File: src/hw/rtl/dhc_pkg.sv
// ----------------------------------------------------------------------------
// dhc_pkg
// Shared types, codes and tables of the DMA/HDMA channel controller.
// ----------------------------------------------------------------------------
package dhc_pkg;

  localparam int CHANNELS_DEF = 8;

  localparam logic [2:0] REQ_WRITE = 3'd0;
  localparam logic [2:0] REQ_READ  = 3'd1;
  localparam logic [2:0] REQ_FRAME = 3'd2;
  localparam logic [2:0] REQ_LINE  = 3'd3;
  localparam logic [2:0] REQ_REPLY = 3'd4;

  localparam logic [3:0] SEL_CTRL  = 4'd0;
  localparam logic [3:0] SEL_BOFS  = 4'd1;
  localparam logic [3:0] SEL_AALO  = 4'd2;
  localparam logic [3:0] SEL_AAHI  = 4'd3;
  localparam logic [3:0] SEL_ABANK = 4'd4;
  localparam logic [3:0] SEL_SZLO  = 4'd5;
  localparam logic [3:0] SEL_SZHI  = 4'd6;
  localparam logic [3:0] SEL_IBANK = 4'd7;
  localparam logic [3:0] SEL_TBLO  = 4'd8;
  localparam logic [3:0] SEL_TBHI  = 4'd9;
  localparam logic [3:0] SEL_LC    = 4'd10;
  localparam logic [3:0] SEL_DMAEN = 4'd11;
  localparam logic [3:0] SEL_HDMEN = 4'd12;

  localparam logic [1:0] RK_REG  = 2'd0;
  localparam logic [1:0] RK_COPY = 2'd1;
  localparam logic [1:0] RK_TBL  = 2'd2;
  localparam logic [1:0] RK_ACK  = 2'd3;

  localparam logic [1:0] SCAN_INIT = 2'd0;
  localparam logic [1:0] SCAN_XFER = 2'd1;
  localparam logic [1:0] SCAN_UPD  = 2'd2;

  typedef enum logic [3:0] {
    PH_IDLE, PH_DMA, PH_INIT, PH_INIT_CNT, PH_INIT_LO, PH_INIT_HI, PH_XFER,
    PH_UPD, PH_UPD_CNT, PH_UPD_LO, PH_UPD_HI, PH_UPD_MSB
  } phase_t;

  typedef struct packed {
    logic [7:0]  ctrl;
    logic [7:0]  bofs;
    logic [15:0] aaddr;
    logic [7:0]  abank;
    logic [7:0]  ibank;
    logic [15:0] size;
    logic [15:0] tbl;
    logic [7:0]  lc;
  } chan_rec_t;

  typedef struct packed {
    phase_t     phase;
    logic [2:0] ach;
    logic [1:0] bidx;
  } eng_st_t;

  typedef struct packed {
    logic [1:0]  kind;
    logic [7:0]  reg_data;
    logic [23:0] addr_a;
    logic [7:0]  b_offset;
    logic        b_to_a;
  } res_t;

  function automatic logic [2:0] xfer_len(input logic [2:0] mode);
    case (mode)
      3'd0:                   xfer_len = 3'd1;
      3'd1, 3'd2, 3'd6:       xfer_len = 3'd2;
      default:                xfer_len = 3'd4;
    endcase
  endfunction

  function automatic logic [1:0] xfer_ofs(input logic [2:0] mode, input logic [1:0] idx);
    case (mode)
      3'd1, 3'd5: xfer_ofs = {1'b0, idx[0]};
      3'd3, 3'd7: xfer_ofs = {1'b0, idx[1]};
      3'd4:       xfer_ofs = idx;
      default:    xfer_ofs = 2'd0;
    endcase
  endfunction

  function automatic logic [7:0] chan_mask(input int nch);
    logic [7:0] m;
    m = '0;
    for (int i = 0; i < 8; i++) if (i < nch) m[i] = 1'b1;
    return m;
  endfunction

  function automatic eng_st_t scan_one(input logic [3:0] start, input logic [1:0] kind,
                                       input logic [7:0] hmask, input logic [7:0] fin,
                                       input logic [7:0] dox, input int nch,
                                       output logic found);
    eng_st_t r;
    logic    q;
    r.phase = PH_IDLE;
    r.ach   = 3'd0;
    r.bidx  = 2'd0;
    found   = 1'b0;
    for (int i = 0; i < 8; i++) begin
      q = hmask[i] && (i < nch) && (4'(i) >= start);
      if (kind == SCAN_XFER) q = q && !fin[i] && dox[i];
      if (kind == SCAN_UPD) q = q && !fin[i];
      if (q && !found) begin
        found = 1'b1;
        r.ach = 3'(i);
        r.phase = (kind == SCAN_INIT) ? PH_INIT : (kind == SCAN_XFER) ? PH_XFER : PH_UPD;
      end
    end
    return r;
  endfunction

  function automatic eng_st_t scan_from(input logic [3:0] start, input logic [1:0] kind,
                                        input logic [7:0] hmask, input logic [7:0] fin,
                                        input logic [7:0] dox, input int nch);
    eng_st_t r;
    logic    f;
    r = scan_one(start, kind, hmask, fin, dox, nch, f);
    if (!f && kind == SCAN_XFER) r = scan_one(4'd0, SCAN_UPD, hmask, fin, dox, nch, f);
    return r;
  endfunction

endpackage

File: src/hw/rtl/dma_hdma_channel_controller_core.sv
// ----------------------------------------------------------------------------
// dma_hdma_channel_controller_core
// Eight-channel DMA/HDMA controller: register access, general DMA and
// HDMA table processing, one bus command per request word.
// ----------------------------------------------------------------------------
// channel | dir | handshake        | content
// s_*     | in  | tvalid/tready    | request word, req_type in tuser
// m_*     | out | tvalid/tready    | result word, result_kind in tuser
//
// One request at a time. A register read passes S_RR and S_OUT, a
// register write S_WR and S_POST and, with the engine idle, engine
// steps; each step is a record read and a write-back of the channel
// store, run until one emits its result. Reset clears the store's
// valid bits. A stalled result holds the engine.
module dma_hdma_channel_controller_core #(
  parameter int CHANNELS = dhc_pkg::CHANNELS_DEF
) (
  input  logic        clk,
  input  logic        rst,
  input  logic        s_tvalid,
  output logic        s_tready,
  input  logic [23:0] s_tdata,   // reg_channel[2:0], reg_select[6:3], write_data[14:7],
                                 // bus_data[22:15]
  input  logic [2:0]  s_tuser,   // req_type
  output logic        m_tvalid,
  input  logic        m_tready,
  output logic [47:0] m_tdata,   // reg_data[7:0], addr_a[31:8], b_offset[39:32],
                                 // b_to_a[40], busy_res[41]
  output logic [1:0]  m_tuser    // result_kind
);
  import dhc_pkg::*;

  localparam int CHW = (CHANNELS > 1) ? $clog2(CHANNELS) : 1;
  localparam logic [7:0] VMASK = chan_mask(CHANNELS);

  typedef enum logic [2:0] {S_IDLE, S_WR, S_RR, S_POST, S_ENG, S_EX, S_OUT} st_t;

  st_t        st;
  eng_st_t    eng;
  logic [7:0] hmask, pend, fin, dox;
  logic [2:0] ch;
  logic [3:0] sel;
  logic [7:0] wd, bd;
  res_t       res;

  logic       mem_re, mem_we;
  logic [CHW-1:0] mem_raddr, mem_waddr;
  chan_rec_t  mem_wdata, mem_rdata, rec_merge;

  chan_rec_t  s_rec;
  eng_st_t    s_eng;
  logic [7:0] s_fin, s_dox, s_pend;
  logic       s_emit;
  res_t       s_res;

  logic [2:0] in_req;
  logic [2:0] in_ch;
  logic [3:0] in_sel;
  logic [7:0] in_wd;
  logic       ch_ok;
  logic [7:0] rd_byte;
  logic [7:0] pv;
  logic [2:0] low_ch;

  assign in_ch  = s_tdata[2:0];
  assign in_sel = s_tdata[6:3];
  assign in_wd  = s_tdata[14:7];
  assign in_req = s_tuser;
  assign ch_ok  = ({1'b0, in_ch} < 4'(CHANNELS)) && (in_sel <= SEL_LC);
  assign s_tready = (st == S_IDLE);
  assign pv = pend & VMASK;

  always_comb begin
    low_ch = 3'd0;
    for (int i = 7; i >= 0; i--) if (pv[i]) low_ch = 3'(i);
  end

  dhc_chan_mem #(.CHANNELS(CHANNELS), .CHW(CHW)) u_mem (
    .clk(clk), .rst(rst), .re(mem_re), .raddr(mem_raddr), .we(mem_we),
    .waddr(mem_waddr), .wdata(mem_wdata), .rdata(mem_rdata)
  );

  dhc_step #(.CHANNELS(CHANNELS)) u_step (
    .rec(mem_rdata), .eng(eng), .data(bd), .hmask(hmask), .fin(fin), .dox(dox),
    .pend(pend), .rec_next(s_rec), .eng_next(s_eng), .fin_next(s_fin),
    .dox_next(s_dox), .pend_next(s_pend), .emit(s_emit), .res(s_res)
  );

  always_comb begin
    rec_merge = mem_rdata;
    case (sel)
      SEL_CTRL:  rec_merge.ctrl = wd;
      SEL_BOFS:  rec_merge.bofs = wd;
      SEL_AALO:  rec_merge.aaddr[7:0] = wd;
      SEL_AAHI:  rec_merge.aaddr[15:8] = wd;
      SEL_ABANK: rec_merge.abank = wd;
      SEL_SZLO:  rec_merge.size[7:0] = wd;
      SEL_SZHI:  rec_merge.size[15:8] = wd;
      SEL_IBANK: rec_merge.ibank = wd;
      SEL_TBLO:  rec_merge.tbl[7:0] = wd;
      SEL_TBHI:  rec_merge.tbl[15:8] = wd;
      SEL_LC:    rec_merge.lc = wd;
      default:   rec_merge = mem_rdata;
    endcase
    case (sel)
      SEL_CTRL:  rd_byte = mem_rdata.ctrl;
      SEL_BOFS:  rd_byte = mem_rdata.bofs;
      SEL_AALO:  rd_byte = mem_rdata.aaddr[7:0];
      SEL_AAHI:  rd_byte = mem_rdata.aaddr[15:8];
      SEL_ABANK: rd_byte = mem_rdata.abank;
      SEL_SZLO:  rd_byte = mem_rdata.size[7:0];
      SEL_SZHI:  rd_byte = mem_rdata.size[15:8];
      SEL_IBANK: rd_byte = mem_rdata.ibank;
      SEL_TBLO:  rd_byte = mem_rdata.tbl[7:0];
      SEL_TBHI:  rd_byte = mem_rdata.tbl[15:8];
      SEL_LC:    rd_byte = mem_rdata.lc;
      default:   rd_byte = 8'd0;
    endcase
  end

  always_comb begin
    mem_re    = 1'b0;
    mem_raddr = eng.ach[CHW-1:0];
    mem_we    = 1'b0;
    mem_waddr = eng.ach[CHW-1:0];
    mem_wdata = s_rec;
    unique case (st)
      S_IDLE: begin
        mem_re    = s_tvalid && ch_ok && (in_req == REQ_WRITE || in_req == REQ_READ);
        mem_raddr = in_ch[CHW-1:0];
      end
      S_WR: begin
        mem_we    = 1'b1;
        mem_waddr = ch[CHW-1:0];
        mem_wdata = rec_merge;
      end
      S_ENG: begin
        mem_re    = 1'b1;
        mem_raddr = (eng.phase == PH_IDLE) ? low_ch[CHW-1:0] : eng.ach[CHW-1:0];
      end
      S_EX: mem_we = !s_emit || !m_tvalid || m_tready;
      default: mem_re = 1'b0;
    endcase
  end

  always_ff @(posedge clk) begin
    if (rst) begin
      st       <= S_IDLE;
      eng      <= '{phase: PH_IDLE, ach: 3'd0, bidx: 2'd0};
      hmask    <= '0;
      pend     <= '0;
      fin      <= '0;
      dox      <= '0;
      m_tvalid <= 1'b0;
    end else begin
      if (m_tvalid && m_tready && st != S_OUT) m_tvalid <= 1'b0;
      unique case (st)
        S_IDLE: if (s_tvalid) begin
          ch  <= in_ch;
          sel <= in_sel;
          wd  <= in_wd;
          bd  <= s_tdata[22:15];
          res <= '{kind: (in_req == REQ_READ) ? RK_REG : RK_ACK, default: '0};
          if (in_req == REQ_WRITE) begin
            if (in_sel == SEL_DMAEN) pend <= (pend | in_wd) & VMASK;
            if (in_sel == SEL_HDMEN) hmask <= in_wd & VMASK;
            st <= ch_ok ? S_WR : S_POST;
          end else if (in_req == REQ_READ) begin
            st <= ch_ok ? S_RR : S_OUT;
          end else if (in_req == REQ_FRAME && eng.phase == PH_IDLE) begin
            fin <= '0;
            dox <= (hmask != 8'd0) ? 8'hFF : 8'd0;
            if (hmask != 8'd0) eng <= scan_from(4'd0, SCAN_INIT, hmask, '0, 8'hFF, CHANNELS);
            st <= S_ENG;
          end else if (in_req == REQ_LINE && eng.phase == PH_IDLE) begin
            if (hmask != 8'd0) eng <= scan_from(4'd0, SCAN_XFER, hmask, fin, dox, CHANNELS);
            st <= S_ENG;
          end else if (in_req == REQ_REPLY && eng.phase != PH_IDLE) begin
            st <= S_ENG;
          end else begin
            st <= S_OUT;
          end
        end
        S_WR:   st <= S_POST;
        S_RR: begin
          res.reg_data <= rd_byte;
          st           <= S_OUT;
        end
        S_POST: st <= (eng.phase == PH_IDLE) ? S_ENG : S_OUT;
        S_ENG: begin
          if (eng.phase == PH_IDLE) begin
            if (pv == 8'd0) st <= S_OUT;
            else begin
              eng <= '{phase: PH_DMA, ach: low_ch, bidx: 2'd0};
              st  <= S_EX;
            end
          end else begin
            st <= S_EX;
          end
        end
        S_EX: if (mem_we) begin
          eng  <= s_eng;
          fin  <= s_fin;
          dox  <= s_dox;
          pend <= s_pend;
          if (s_emit) begin
            res <= s_res;
            st  <= S_OUT;
          end else begin
            st <= S_ENG;
          end
        end
        S_OUT: if (!m_tvalid || m_tready) begin
          m_tvalid <= 1'b1;
          m_tuser  <= res.kind;
          m_tdata  <= {6'd0, (eng.phase != PH_IDLE) || (pv != 8'd0), res.b_to_a,
                       res.b_offset, res.addr_a, res.reg_data};
          st       <= S_IDLE;
        end
        default: st <= S_IDLE;
      endcase
    end
  end

endmodule

File: src/hw/rtl/dhc_chan_mem.sv
// ----------------------------------------------------------------------------
// dhc_chan_mem
// Per-channel record store, one write and one registered read port.
// Entries never written read as zero.
// ----------------------------------------------------------------------------
module dhc_chan_mem #(
  parameter int CHANNELS = dhc_pkg::CHANNELS_DEF,
  parameter int CHW      = (CHANNELS > 1) ? $clog2(CHANNELS) : 1
) (
  input  logic               clk,
  input  logic               rst,
  input  logic               re,
  input  logic [CHW-1:0]     raddr,
  input  logic               we,
  input  logic [CHW-1:0]     waddr,
  input  dhc_pkg::chan_rec_t wdata,
  output dhc_pkg::chan_rec_t rdata
);
  import dhc_pkg::*;

  chan_rec_t          mem [CHANNELS];
  logic [CHANNELS-1:0] vld;

  always_ff @(posedge clk) begin
    if (we) mem[waddr] <= wdata;
    if (re) rdata <= vld[raddr] ? mem[raddr] : '0;
  end

  always_ff @(posedge clk) begin
    if (rst) begin
      vld <= '0;
    end else if (we) begin
      vld[waddr] <= 1'b1;
    end
  end

endmodule

File: src/hw/rtl/dhc_step.sv
// ----------------------------------------------------------------------------
// dhc_step
// One engine step on the active channel record: DMA copy, HDMA table
// fetch, HDMA copy or line counter update, and the next-channel search.
// ----------------------------------------------------------------------------
module dhc_step #(
  parameter int CHANNELS = dhc_pkg::CHANNELS_DEF
) (
  input  dhc_pkg::chan_rec_t rec,
  input  dhc_pkg::eng_st_t   eng,
  input  logic [7:0]         data,
  input  logic [7:0]         hmask,
  input  logic [7:0]         fin,
  input  logic [7:0]         dox,
  input  logic [7:0]         pend,
  output dhc_pkg::chan_rec_t rec_next,
  output dhc_pkg::eng_st_t   eng_next,
  output logic [7:0]         fin_next,
  output logic [7:0]         dox_next,
  output logic [7:0]         pend_next,
  output logic               emit,
  output dhc_pkg::res_t      res
);
  import dhc_pkg::*;

  logic       ind;
  logic [2:0] mode;
  logic [3:0] nxt;
  logic [2:0] nb;
  logic [7:0] lc_dec;
  logic [7:0] ofs;

  always_comb begin
    ind       = rec.ctrl[6];
    mode      = rec.ctrl[2:0];
    nxt       = {1'b0, eng.ach} + 4'd1;
    nb        = {1'b0, eng.bidx} + 3'd1;
    lc_dec    = rec.lc - 8'd1;
    ofs       = {6'd0, xfer_ofs(mode, eng.bidx)};
    rec_next  = rec;
    eng_next  = eng;
    fin_next  = fin;
    dox_next  = dox;
    pend_next = pend;
    emit      = 1'b0;
    res       = '0;
    unique case (eng.phase)
      PH_DMA: begin
        emit         = 1'b1;
        res.kind     = RK_COPY;
        res.addr_a   = {rec.abank, rec.aaddr};
        res.b_offset = rec.bofs + ofs;
        res.b_to_a   = rec.ctrl[7];
        if (!rec.ctrl[3]) rec_next.aaddr = rec.ctrl[4] ? rec.aaddr - 16'd1 : rec.aaddr + 16'd1;
        rec_next.size = rec.size - 16'd1;
        eng_next.bidx = eng.bidx + 2'd1;
        if (rec.size == 16'd1) begin
          pend_next[eng.ach] = 1'b0;
          eng_next.bidx      = 2'd0;
          eng_next.phase     = PH_IDLE;
        end
      end
      PH_INIT: begin
        emit           = 1'b1;
        res.kind       = RK_TBL;
        res.addr_a     = {rec.abank, rec.aaddr};
        rec_next.tbl   = rec.aaddr + 16'd1;
        eng_next.phase = PH_INIT_CNT;
      end
      PH_INIT_CNT: begin
        rec_next.lc = data;
        if (data == 8'd0) fin_next[eng.ach] = 1'b1;
        if (ind) begin
          emit           = 1'b1;
          res.kind       = RK_TBL;
          res.addr_a     = {rec.abank, rec.tbl};
          rec_next.tbl   = rec.tbl + 16'd1;
          eng_next.phase = PH_INIT_LO;
        end else begin
          eng_next = scan_from(nxt, SCAN_INIT, hmask, fin, dox, CHANNELS);
        end
      end
      PH_INIT_LO, PH_UPD_LO: begin
        rec_next.size  = {8'd0, data};
        emit           = 1'b1;
        res.kind       = RK_TBL;
        res.addr_a     = {rec.abank, rec.tbl};
        rec_next.tbl   = rec.tbl + 16'd1;
        eng_next.phase = (eng.phase == PH_INIT_LO) ? PH_INIT_HI : PH_UPD_HI;
      end
      PH_INIT_HI: begin
        rec_next.size = {data, rec.size[7:0]};
        eng_next      = scan_from(nxt, SCAN_INIT, hmask, fin, dox, CHANNELS);
      end
      PH_XFER: begin
        emit         = 1'b1;
        res.kind     = RK_COPY;
        res.b_offset = rec.bofs + ofs;
        res.b_to_a   = rec.ctrl[7];
        if (ind) begin
          res.addr_a    = {rec.ibank, rec.size};
          rec_next.size = rec.size + 16'd1;
        end else begin
          res.addr_a   = {rec.abank, rec.tbl};
          rec_next.tbl = rec.tbl + 16'd1;
        end
        if (nb >= xfer_len(mode)) eng_next = scan_from(nxt, SCAN_XFER, hmask, fin, dox, CHANNELS);
        else eng_next.bidx = nb[1:0];
      end
      PH_UPD: begin
        rec_next.lc        = lc_dec;
        dox_next[eng.ach]  = lc_dec[7];
        if (lc_dec[6:0] == 7'd0) begin
          emit           = 1'b1;
          res.kind       = RK_TBL;
          res.addr_a     = {rec.abank, rec.tbl};
          rec_next.tbl   = rec.tbl + 16'd1;
          eng_next.phase = PH_UPD_CNT;
        end else begin
          eng_next = scan_from(nxt, SCAN_UPD, hmask, fin, dox, CHANNELS);
        end
      end
      PH_UPD_CNT: begin
        rec_next.lc = data;
        if (ind) begin
          emit           = 1'b1;
          res.kind       = RK_TBL;
          res.addr_a     = {rec.abank, rec.tbl};
          rec_next.tbl   = rec.tbl + 16'd1;
          eng_next.phase = (data == 8'd0) ? PH_UPD_MSB : PH_UPD_LO;
        end else begin
          if (data == 8'd0) fin_next[eng.ach] = 1'b1;
          dox_next[eng.ach] = 1'b1;
          eng_next = scan_from(nxt, SCAN_UPD, hmask, fin, dox, CHANNELS);
        end
      end
      PH_UPD_HI, PH_UPD_MSB: begin
        rec_next.size = (eng.phase == PH_UPD_HI) ? {data, rec.size[7:0]} : {data, 8'd0};
        if (rec.lc == 8'd0) fin_next[eng.ach] = 1'b1;
        dox_next[eng.ach] = 1'b1;
        eng_next = scan_from(nxt, SCAN_UPD, hmask, fin, dox, CHANNELS);
      end
      default: begin
        emit     = 1'b1;
        res.kind = RK_ACK;
      end
    endcase
  end

endmodule
File: config.mk
export PLATFORM = sky130hd
export DESIGN_NAME = dma_hdma_channel_controller_core
export DESIGN_NICKNAME = d
export VERILOG_FILES = /design/src/hw/rtl/dhc_pkg.sv /design/src/hw/rtl/dma_hdma_channel_controller_core.sv /design/src/hw/rtl/dhc_chan_mem.sv /design/src/hw/rtl/dhc_step.sv
export SDC_FILE = /design/constraint.sdc
export NUM_CORES = 2
export LEC_CHECK = 0
export ABC_AREA = 1
export ABC_CLOCK_PERIOD_IN_PS = 10600
export BUFFER_PORTS_ARGS = -buffer_cell sky130_fd_sc_hd__buf_2
export CORE_MARGIN = 10
export CORE_UTILIZATION = 30
export DETAILED_ROUTE_END_ITERATION = 6
export PLACE_DENSITY_LB_ADDON = 0.1
export SKIP_LAST_GASP = 1
export SYNTH_ARGS = -nofsm -noshare
export SYNTH_HDL_FRONTEND = slang
export SYNTH_HIERARCHICAL = 1
export SYNTH_SLANG_ARGS = --single-unit
File: constraint.sdc
create_clock -name clk -period 10.6 [get_ports clk]
set_clock_uncertainty 0.15 [all_clocks]
set_input_delay 1.06 -clock clk [delete_from_list [all_inputs] [get_ports clk]]
set_output_delay 1.06 -clock clk [all_outputs]
set_load 0.05 [all_outputs]
==> results.txt <==
Slew @ Worst Pin - 1.32 ns
Comb pwr share - 0.428
Final Util - 0.336
First DRT Iteration DRCs - 3500
Hold-fix buffer count after cts - 0
WS Path Type - register to register
Status - finished clean
Setup Viol. Count Final - 0
Worst reg-to-reg path cell count - 18
Starting Density - 0.301
Syn avg cell area - 8.56 µm²
Layout fillers - 17100
Slew Viols, Final - 0
Yosys cell types - 64
Critical path endpoint category - register
Chip Height - 427 µm
Via count - 38000
WP data required - 10.93 ns
CTS root buffer - clkbuf_16
Nets@finish - 5818
Die footprint - 182000 µm²
Switching power - 7.69 mW
CP most frequent cell - nand2_1
Part of the power in registers - 0.346
Synth Register Bits - 955
Leak - 24.8 nW
Worst ir drop on vdd - 0.302 mV
Most instantiated library cell after synthesis - nand2_1
Post-Syn Instances - 5795
RSZ-0062 raised after global routing - no
Global-route wire length before repair - 251000 µm
Worst stage delay on the critical path - 0.89 ns
Post-route DRC - 0
Synth top area cells - edfxtp_1 55%, nand2_1 14%, inv_1 8.7%
HPWL after detailed placement - 106000 µm
Io pins - 83
Row Count - 149
Period utilization - 0.539
Routed WL per cell - 21.3 µm
Most frequent cells after synthesis - 1811 x nand2_1, 1148 x inv_1, 902 x edfxtp_1, 474 x nand3_1, 279 x o21ai_0
Top cell type's share of synthesized area - 0.546
Core area - 165000 µm²
Max-Cap Viols - 0
Routed Wire Length - 171000 µm
Post-synth EDFFs - 902
Power Internal - 9.24 mW
H-tree levels - 3
GR Overflow Total - 0
HP Class - register to register
Routability congestion estimate - 0.926
Cell Pwr Density - 306 nW/µm²
Worst slew margin - 0.108
CP max stage cell - buf_4
Layout cells sized above 1 - 0.0698
Clock power share - 0.225
Clock Tree Buf Depth - 3
Synthesis warning total - 6
Largest net degree at the start of global routing - 161
TritonCTS Buffers - 108
Synth area leader - edfxtp_1
Detail Route Antenna Nets - 0
Crit Path Max Fanout - 82
Worst EP arrival - 6.05 ns
Ys flop type - edfxtp_1
Tot Pwr - 16.9 mW
Final Worst Setup Slack - 4.89 ns
Cell breakdown of the critical path - inv_1, nor2_2, inv_2, nor2_4, inv_2, nand2_1, o21ai_0, nand3_4, buf_4, buf_4, buf_4, nand2_1, nand3_1, nand2_1, nand2_1, nand2_1, nand2_1, inv_1
Worst-skew pair later-pin latency - 0.75 ns
Max Clock Freq - 0.175 GHz
Async SR Flop Fraction - 0
WHS Path Cells - 0
Register area share after synthesis - 0.568
TNS Setup - 0 ns
Post-Synthesis Cell Area - 49600 µm²
Port bufs - 75
Die X - 427 µm
Worst-path clk slew - 0.06 ns
Vias in the first global route - 36000
DRT Pass-1 Iters - 6
Vias/cell - 4.73
Post-CTS setup buffers - 0
Final Hold Fails - 0
Clock sink count - 955
Initial antenna violation count - 1
Resize count post-CTS - 0
CTS tree - yes
Sw frac - 0.454
P&R area growth vs syn - 11.5%
Total Routing Usage GR - 0.184
Setup WS pre-CTS - 4.90 ns
Worst setup SP type - register
Final min period - 5.71 ns
## cells by family (layout without fill, tap and decap cells)
family / after synthesis / count (layout) / synth area share
buf+inv: 1470 / 1519 / 0.124
fa+ha+maj: 21 / 21 / 0.00545
compound gates: 603 / 603 / 0.0701
other cells: 2 / 16 / 0.000151
flops: 955 / 955 / 0.568
simple gates: 2716 / 2716 / 0.228
xor+xnor: 20 / 20 / 0.00353
mux: 8 / 8 / 0.00161
## final cells by class
class / count / area [µm²] / area share
tap: 2189 / 2740 / 0.0495
multi-input combinational: 3382 / 15400 / 0.279
sequential: 955 / 28100 / 0.509
antenna: 2 / 5.00 / 0.0000905
clock inverter: 71 / 805 / 0.0146
clock buffer: 129 / 2780 / 0.0503
timing repair buffer: 139 / 881 / 0.0159
inverter: 1180 / 4480 / 0.0811
## worst paths after layout
kind / from / endpoint / slack [ns]
setup reg to reg: st[2] / u_mem/rdata[16] / 4.89
hold reg to reg: res[5] / m_tdata[36] / 0.26
setup / recovery: st[2] / u_mem/rdata[16] / 4.89
hold / removal: res[5] / m_tdata[36] / 0.26
## critical path, delay by kind of cell (launching register included)
kind / cells / cell delay [ns]
buffers and inverters: 7 / 2.77
AND/OR/NAND/NOR: 10 / 1.70
flip-flops: 1 / 0.51
AO/OA/AOI/OAI: 1 / 0.13
## sequential cells by signal, indices dropped and copies added, names as in the netlist, 9 cells and up
name,flops
eng,9
m_tdata,42
res,43
u_mem/mem,704
u_mem/rdata,88
## power by group through the flow
stage	clock, mW	sequential, mW	combinational [mW]
2_1_floorplan	0	5.66	4.98
3_3_place_gp	0	5.94	7.28
3_5_place_dp	0	5.93	7.29
4_1_cts	3.94	5.86	7.32
5_1_grt	4.08	5.90	8.12
6_report	3.82	5.86	7.25
## stage by stage
step | cell area, µm² | instances | hold WS [ns]
after detailed placement | 51700 | 7845 | 0.255
after global placement | 51700 | 7845 | 0.254
after global routing | 55300 | 8045 | 0.268
after floorplan | 49600 | 5807 | 0.250
final | 55300 | 8047 | 0.260
after CTS | 55300 | 8045 | 0.253
## layout by cell type (no fill, tap or decap), types with 47 or more instances in the layout
cell type	netlist	layout
a21oi_1	147	146
buf_2	89	75
buf_4	53	62
clkbuf_16	0	108
dfxtp_1	53	53
edfxtp_1	902	902
inv_1	1148	1142
nand2_1	1811	1811
nand3_1	474	471
nor2_1	274	271
nor3_1	48	47
o21ai_0	279	278
## per-layer routing
layer	GRT usage	up-vias	share of wire	routed length (µm)
met1	0.257	18500	0.47	79800
li1	-	18400	-	-
met5	0	-	0	0
met4	0.0561	0	0.032	5450
met3	0.0250	235	0.047	8000
met2	0.296	914	0.46	78200
Note: power is estimated with default switching activity, not from simulation.
